<file path="src/mgam_pkg.sv">
// Shared constants, codes and the alpha weight table for the memory growth monitor.
package mgam_pkg;

  localparam int CHANGE_W  = 48;
  localparam int SCORE_W   = 32;
  localparam int QUOTA_W   = 48;
  localparam int CFG_W     = 48;
  localparam int PCT_W     = 7;
  localparam int WEIGHT_W  = 17;
  localparam int WHOLE_W   = 14;
  localparam int Q_FRAC    = 16;
  localparam int CAP_BIT   = 23;
  localparam int CHG_SHIFT = 10;
  localparam int PCT_FULL  = 100;
  localparam int PCT_RESET = 50;

  localparam logic [WEIGHT_W-1:0] Q_UNIT = WEIGHT_W'(1 << Q_FRAC);
  localparam logic [WHOLE_W-1:0] WHOLE_CAP = WHOLE_W'(1 << (CAP_BIT - CHG_SHIFT));

  localparam logic [1:0] CFG_ALPHA     = 2'd0;
  localparam logic [1:0] CFG_THRESHOLD = 2'd1;
  localparam logic [1:0] CFG_QUOTA     = 2'd2;
  localparam logic [1:0] CFG_ACTION    = 2'd3;

  localparam logic [1:0] ACT_ALERT    = 2'd0;
  localparam logic [1:0] ACT_THROTTLE = 2'd1;
  localparam logic [1:0] ACT_KILL     = 2'd2;

  localparam logic [2:0] EV_NONE     = 3'd0;
  localparam logic [2:0] EV_DETACH   = 3'd1;
  localparam logic [2:0] EV_ALERT    = 3'd2;
  localparam logic [2:0] EV_THROTTLE = 3'd3;
  localparam logic [2:0] EV_KILL     = 3'd4;

  typedef enum logic [1:0] {
    MODE_IDLE,
    MODE_DETACH,
    MODE_ACTIVE
  } mode_t;

  typedef logic [WEIGHT_W-1:0] alpha_tab_t [0:(1 << PCT_W)-1];

  // percent clamped to full scale, weight = 65536 * pct / 100
  function automatic alpha_tab_t build_alpha_tab();
    alpha_tab_t tab;
    int pct;
    for (int i = 0; i < (1 << PCT_W); i++) begin
      pct = (i > PCT_FULL) ? PCT_FULL : i;
      tab[i] = WEIGHT_W'((pct << Q_FRAC) / 100);
    end
    return tab;
  endfunction

  localparam alpha_tab_t ALPHA_TAB = build_alpha_tab();

endpackage

</file>
<file path="src/memory_growth_anomaly_monitor.sv">
// Top level of the memory growth anomaly monitor.
// Input channel in_valid/in_ready carries one memory size sample per transfer.
// Output channel out_valid/out_ready returns exactly one result per sample:
// event kind, breach cause, updated Q16.16 score and absolute size change.
// Configuration is a plain write port (cfg_we, cfg_index, cfg_wdata); write it
// only while no sample is in flight.
// Each sample passes the input stage, which computes the change and the weighted
// new term, and then the output stage, which updates the score through one 17x32
// multiply in the score feedback loop.
// Throughput: one sample per cycle while the receiver does not stall.
// Reset: watching on, previous size and score zero, alpha 50 percent,
// threshold all ones, quota off, action alert.
// A zero sample gives a detach event and later samples report event none
// until reset.
// If the receiver stalls, the output register and the input stage hold and
// in_ready drops once both are full; nothing is lost or repeated.
module memory_growth_anomaly_monitor #(
  parameter int SIZE_BITS = 48
) (
  input  logic                          clk,
  input  logic                          rst_n,
  input  logic                          cfg_we,
  input  logic [1:0]                    cfg_index,
  input  logic [mgam_pkg::CFG_W-1:0]    cfg_wdata,
  input  logic                          in_valid,
  output logic                          in_ready,
  input  logic [SIZE_BITS-1:0]          in_size_sample,
  output logic                          out_valid,
  input  logic                          out_ready,
  output logic [2:0]                    out_event_kind,
  output logic                          out_breach_cause,
  output logic [mgam_pkg::SCORE_W-1:0]  out_score_out,
  output logic [mgam_pkg::CHANGE_W-1:0] out_change_out
);
  import mgam_pkg::*;

  localparam int CMP_W = (SIZE_BITS > CHANGE_W) ? SIZE_BITS : CHANGE_W;
  localparam int TERM_W = WEIGHT_W + WHOLE_W;

  // configuration
  logic [WEIGHT_W-1:0] alpha_w_r;
  logic [SCORE_W-1:0]  thresh_r;
  logic [QUOTA_W-1:0]  quota_r;
  logic [1:0]          action_r;

  // monitor state
  logic                watching_r;
  logic [SIZE_BITS-1:0] last_size_r;

  // input stage
  logic                s1_v_r;
  mode_t               s1_mode_r;
  logic [CHANGE_W-1:0] s1_change_r;
  logic [SCORE_W-1:0]  s1_term_a_r;
  logic                s1_quota_hit_r;

  // output stage
  logic                out_valid_r;
  logic [2:0]          out_kind_r;
  logic                out_cause_r;
  logic [SCORE_W-1:0]  out_score_r;
  logic [CHANGE_W-1:0] out_change_r;

  logic                adv;
  logic                s1_en;
  logic                in_fire;
  logic                s1_fire;
  logic                s1_active;
  logic [CMP_W-1:0]    sample_ext;
  logic [CMP_W-1:0]    last_ext;
  logic [CMP_W-1:0]    quota_ext;
  logic [CMP_W-1:0]    diff;
  logic [WHOLE_W-1:0]  whole;
  logic [TERM_W-1:0]   term_a;
  mode_t               mode_nxt;
  logic                quota_hit;
  logic [SCORE_W-1:0]  score;
  logic [SCORE_W-1:0]  score_nxt;
  logic [2:0]          act_event;
  logic                breach;
  logic [2:0]          kind_nxt;

  assign adv      = !out_valid_r || out_ready;
  assign s1_en    = !s1_v_r || adv;
  assign in_ready = s1_en;
  assign in_fire  = in_valid && s1_en;
  assign s1_fire  = adv && s1_v_r;
  assign s1_active = (s1_mode_r == MODE_ACTIVE);

  assign sample_ext = CMP_W'(in_size_sample);
  assign last_ext   = CMP_W'(last_size_r);
  assign quota_ext  = CMP_W'(quota_r);
  assign diff       = (sample_ext > last_ext) ? (sample_ext - last_ext) : (last_ext - sample_ext);
  assign whole      = (|diff[CMP_W-1:CAP_BIT]) ? WHOLE_CAP
                                                : {1'b0, diff[CAP_BIT-1:CHG_SHIFT]};
  assign term_a     = {{WHOLE_W{1'b0}}, alpha_w_r} * {{WEIGHT_W{1'b0}}, whole};
  assign quota_hit  = (quota_r != '0) && (sample_ext > quota_ext);

  always_comb begin
    if (!watching_r) begin
      mode_nxt = MODE_IDLE;
    end else if (in_size_sample == '0) begin
      mode_nxt = MODE_DETACH;
    end else begin
      mode_nxt = MODE_ACTIVE;
    end
  end

  mgam_score u_score (
    .clk       (clk),
    .rst_n     (rst_n),
    .upd       (s1_fire && s1_active),
    .alpha_w   (alpha_w_r),
    .term_a    (s1_term_a_r),
    .score     (score),
    .score_nxt (score_nxt)
  );

  always_comb begin
    unique case (action_r)
      ACT_THROTTLE: act_event = EV_THROTTLE;
      ACT_KILL:     act_event = EV_KILL;
      default:      act_event = EV_ALERT;
    endcase
  end

  assign breach = s1_quota_hit_r || (score_nxt > thresh_r);

  always_comb begin
    unique case (s1_mode_r)
      MODE_ACTIVE: kind_nxt = breach ? act_event : EV_NONE;
      MODE_DETACH: kind_nxt = EV_DETACH;
      default:     kind_nxt = EV_NONE;
    endcase
  end

  // configuration writes
  always_ff @(posedge clk) begin
    if (!rst_n) begin
      alpha_w_r <= ALPHA_TAB[PCT_W'(PCT_RESET)];
      thresh_r  <= '1;
      quota_r   <= '0;
      action_r  <= ACT_ALERT;
    end else if (cfg_we) begin
      unique case (cfg_index)
        CFG_ALPHA:     alpha_w_r <= ALPHA_TAB[cfg_wdata[PCT_W-1:0]];
        CFG_THRESHOLD: thresh_r  <= cfg_wdata[SCORE_W-1:0];
        CFG_QUOTA:     quota_r   <= cfg_wdata[QUOTA_W-1:0];
        CFG_ACTION:    action_r  <= cfg_wdata[1:0];
        default:       ;
      endcase
    end
  end

  // input stage and monitor state
  always_ff @(posedge clk) begin
    if (!rst_n) begin
      s1_v_r      <= 1'b0;
      watching_r  <= 1'b1;
      last_size_r <= '0;
    end else begin
      if (s1_en) begin
        s1_v_r <= in_fire;
      end
      if (in_fire) begin
        if (mode_nxt == MODE_DETACH) begin
          watching_r <= 1'b0;
        end
        if (mode_nxt == MODE_ACTIVE) begin
          last_size_r <= in_size_sample;
        end
      end
    end
  end

  always_ff @(posedge clk) begin
    if (in_fire) begin
      s1_mode_r      <= mode_nxt;
      s1_change_r    <= diff[CHANGE_W-1:0];
      s1_term_a_r    <= SCORE_W'(term_a);
      s1_quota_hit_r <= quota_hit;
    end
  end

  // output register
  always_ff @(posedge clk) begin
    if (!rst_n) begin
      out_valid_r <= 1'b0;
    end else if (adv) begin
      out_valid_r <= s1_v_r;
    end
  end

  always_ff @(posedge clk) begin
    if (s1_fire) begin
      out_kind_r   <= kind_nxt;
      out_cause_r  <= s1_active && s1_quota_hit_r;
      out_score_r  <= s1_active ? score_nxt : score;
      out_change_r <= s1_active ? s1_change_r : '0;
    end
  end

  assign out_valid        = out_valid_r;
  assign out_event_kind   = out_kind_r;
  assign out_breach_cause = out_cause_r;
  assign out_score_out    = out_score_r;
  assign out_change_out   = out_change_r;

endmodule

</file>
<file path="src/mgam_score.sv">
// EWMA score register and its Q16.16 update.
module mgam_score (
  input  logic                          clk,
  input  logic                          rst_n,
  input  logic                          upd,
  input  logic [mgam_pkg::WEIGHT_W-1:0] alpha_w,
  input  logic [mgam_pkg::SCORE_W-1:0]  term_a,
  output logic [mgam_pkg::SCORE_W-1:0]  score,
  output logic [mgam_pkg::SCORE_W-1:0]  score_nxt
);
  import mgam_pkg::*;

  localparam int PROD_W = WEIGHT_W + SCORE_W;

  logic [SCORE_W-1:0]  score_r;
  logic [WEIGHT_W-1:0] beta;
  logic [PROD_W-1:0]   prod_b;

  assign beta      = Q_UNIT - alpha_w;
  assign prod_b    = {{SCORE_W{1'b0}}, beta} * {{WEIGHT_W{1'b0}}, score_r};
  assign score_nxt = term_a + prod_b[Q_FRAC +: SCORE_W];
  assign score     = score_r;

  always_ff @(posedge clk) begin
    if (!rst_n) begin
      score_r <= '0;
    end else if (upd) begin
      score_r <= score_nxt;
    end
  end

endmodule

</file>
<file path="config.mk">
export PLATFORM = sky130hd
export DESIGN_NAME = memory_growth_anomaly_monitor
export DESIGN_NICKNAME = d
export VERILOG_FILES = /design/src/mgam_pkg.sv /design/src/memory_growth_anomaly_monitor.sv /design/src/mgam_score.sv
export SDC_FILE = /design/constraint.sdc
export NUM_CORES = 2
export LEC_CHECK = 0
export BUFFER_PORTS_ARGS = -buffer_cell sky130_fd_sc_hd__buf_2
export CAP_MARGIN = 20
export CORE_MARGIN = 2
export CORE_UTILIZATION = 35
export DETAILED_ROUTE_END_ITERATION = 16
export HOLD_SLACK_MARGIN = 0.1
export PLACE_DENSITY_LB_ADDON = 0.15
export SYNTH_ARGS = -nofsm -noshare
export SYNTH_HDL_FRONTEND = slang
export SYNTH_SLANG_ARGS = --single-unit
</file>
<file path="constraint.sdc">
create_clock -name clk -period 14 [get_ports clk]
set_clock_uncertainty 0.15 [all_clocks]
set_input_delay 0.7 -clock clk [delete_from_list [all_inputs] [get_ports clk]]
set_output_delay 0.7 -clock clk [all_outputs]
set_load 0.01 [all_outputs]
</file>
==> reports/qor.csv <==
metric;value;unit
Final Hold Viols;0;
Residual DRC;0;
final setup vio count;0;
synthesis warning total;0;
Max Fanout on Critical Path;9;
DP HPWL;128;mm
DR iter-0 viols;2943;
Tcrit/Tclk final;93.7;%
root buffer cell;clkbuf_16;
core area;0.137;mm^2
Clock Sinks;348;
Worst Path Class, Setup;flip-flop to flip-flop;
status;complete, no violations;
Routed Antenna Nets;0;
slowest cell delay on critical path;0.55;ns
layout cell share with drive strength beyond 1;8.55;%
flops & latches, synth;348;
synthesized area;0.0482;mm^2
post-synth top area share;26.0;%
clk_lat worst skew;0.64;ns
synth cell count leaders;inv_1, nand2_1, fa_1;
CTS tree;done;
Post-synth EDFFs;166;
pwr dens;194;mW/mm^2
Final min period;13.11;ns
Min-Delay Path Class;input port to flip-flop;
Rows;136;
die height;375;um
vias post-DR;39600;
peak supply drop;0.219;mV
count of input and output buffers;188;
final std cells w/o fill;7593;
initial antenna violation count;13;
RSZ-0062 raised after global routing;no;
Post-synth ARST share;0;%
WL final;163;mm
synth top area cells;fa_1, ha_1, edfxtp_1;
Worst-path clk slew;0.06;ns
max-slew violations;0;
first-pass GRT wire length;249;mm
Initial Util;35.2;%
worst path arrival time;13.40;ns
Die Wd;375;um
Buf+Inv Stages, Crit Path;6;
Max Fclk;76.3;MHz
placed insts;7492;
syn avg cell area;8.40;um^2
Yosys cell types;92;
Static Leak;25.0;nW
htree depth;2;
P&R area growth vs syn;9.57;%
most frequent CP cell;fa_1;
cts bufs inserted;48;
CP required;14.28;ns
sequential fraction of the synthesis area;17.9;%
Slew @ Worst Pin;1.16;ns
vias in the first global route;39700;
Startpoint Class;flip-flop;
clk buf depth;3;
All-Layer GR Usage;23.1;%
die area;0.141;mm^2
top-count cell post-synth;inv_1;
Boundary Pins;189;
per-cell routed wire length;21.4;um
placer congestion estimate;0.909;
post-synth top area cell;fa_1;
TNS Setup;0;ns
total gr overflow;0;
Max-cap violations;0;
drt pass-1 iters;6;
Synth Flop Type;dfxtp_1;
Net Count, Synth;6909;
slowest stage cell on the critical path;a2111oi_1;
largest net degree at the start of global routing;86;
Post-Syn Instances;5744;
slew margin rel.;21.8;%
Vias per Instance;5.21;
Critical Path Sink Type;flip-flop;
Final #Nets;6924;
CP delay by family, top;adder cells;
## path summary, 6_finish.rpt
check / startpoint / to / slack [ns] / depth (start not counted)
setup / recovery: alpha_w_r[0] / out_event_kind[0] / 0.89 / 48
hold / removal: cfg_wdata[41] / quota_ext[41] / 0.15 / 3
setup reg to reg: alpha_w_r[0] / out_event_kind[0] / 0.89 / 48
hold reg to reg: alpha_w_r[16] / alpha_w_r[16] / 0.30 / 2
## worst min-delay path, stage by stage
cell,delay [ns]
buf_2,0.11
nand2_1,0.05
a21oi_1,0.05
## power by group
group	internal, mW	switching [mW]
sequential	1.30	0.133
clock	0.779	0.538
combinational	2.75	4.77
## cells in the final DEF (no fill, tap or decap), drive strengths merged, types with 10 or more instances in the layout
cell,instances
inv,1010
nand2,841
fa,626
ha,436
a21oi,382
buf,304
nand3,202
nor2,201
and2,199
dfxtp,182
o21ai,182
edfxtp,166
xnor2,99
and3,87
a21o,73
nand4,64
nand2b,56
clkbuf,56
o211ai,55
nor3,54
a211oi,51
nor2b,45
xor2,43
o21a,32
nor4,30
mux2,29
o21bai,27
a31oi,22
mux2i,19
a221oi,19
or3,17
o31ai,15
or2,15
clkinv,15
o221ai,11
a21boi,10
## sequential cells by signal (all words and copies together) (netlist names), 2 cells and up
signal	cells
alpha_w_r	17
out_event_kind	3
action_r	2
u_score.score	32
last_ext	48
thresh_r	32
out_change_out	48
out_score_out	32
s1_term_a_r	31
s1_change_r	48
quota_ext	48
s1_mode_r	2
## layout make-up
| cell class | instances | area, um^2 |
|---|---|---|
| antenna | 1 | 2.50 |
| clock buffer | 56 | 1290 |
| clock inverter | 33 | 395 |
| fill | 14200 | 84300 |
| inverter | 1007 | 3780 |
| multi-input combinational | 4043 | 34600 |
| sequential | 348 | 8630 |
| tap | 1794 | 2240 |
| timing repair buffer | 311 | 1940 |
## what timing repair did
action,in CTS,in global routing
hold endpoints to repair,7,0
hold buffers,7,0
gates resized for setup,0,1
setup buffers,0,1
endpoints found under the setup margin,0,3
## metrics by stage
stage,hold slack (ns),total power [mW],utilization [%],worst slack [ns],instance area (um^2)
6_report,0.153,10.3,38.5,0.886,52900
5_1_grt,0.123,11.2,38.5,0.0634,52900
4_1_cts,0.100,10.4,38.5,0.795,52800
3_5_place_dp,0.297,8.93,37.2,0.814,51000
3_3_place_gp,0.289,8.92,37.2,0.942,51000
2_1_floorplan,0.276,6.35,-,2.02,48200
## logic make-up after synthesis
group / Yosys count / synth area share (%)
flops: 348 / 17.9
buf+inv: 1353 / 10.9
compound gates: 956 / 12.3
mux: 50 / 1.16
xor+xnor: 142 / 2.58
fa+ha+maj: 1062 / 37.3
simple gates: 1833 / 17.9
## layer usage
metal | wire length [um] | GRT usage, %
met4 | 4130 | 5.52
met1 | 74700 | 32.7
met3 | 9250 | 2.89
met5 | 27 | 0
met2 | 74500 | 37.4
(Power assumes the default switching activity.)
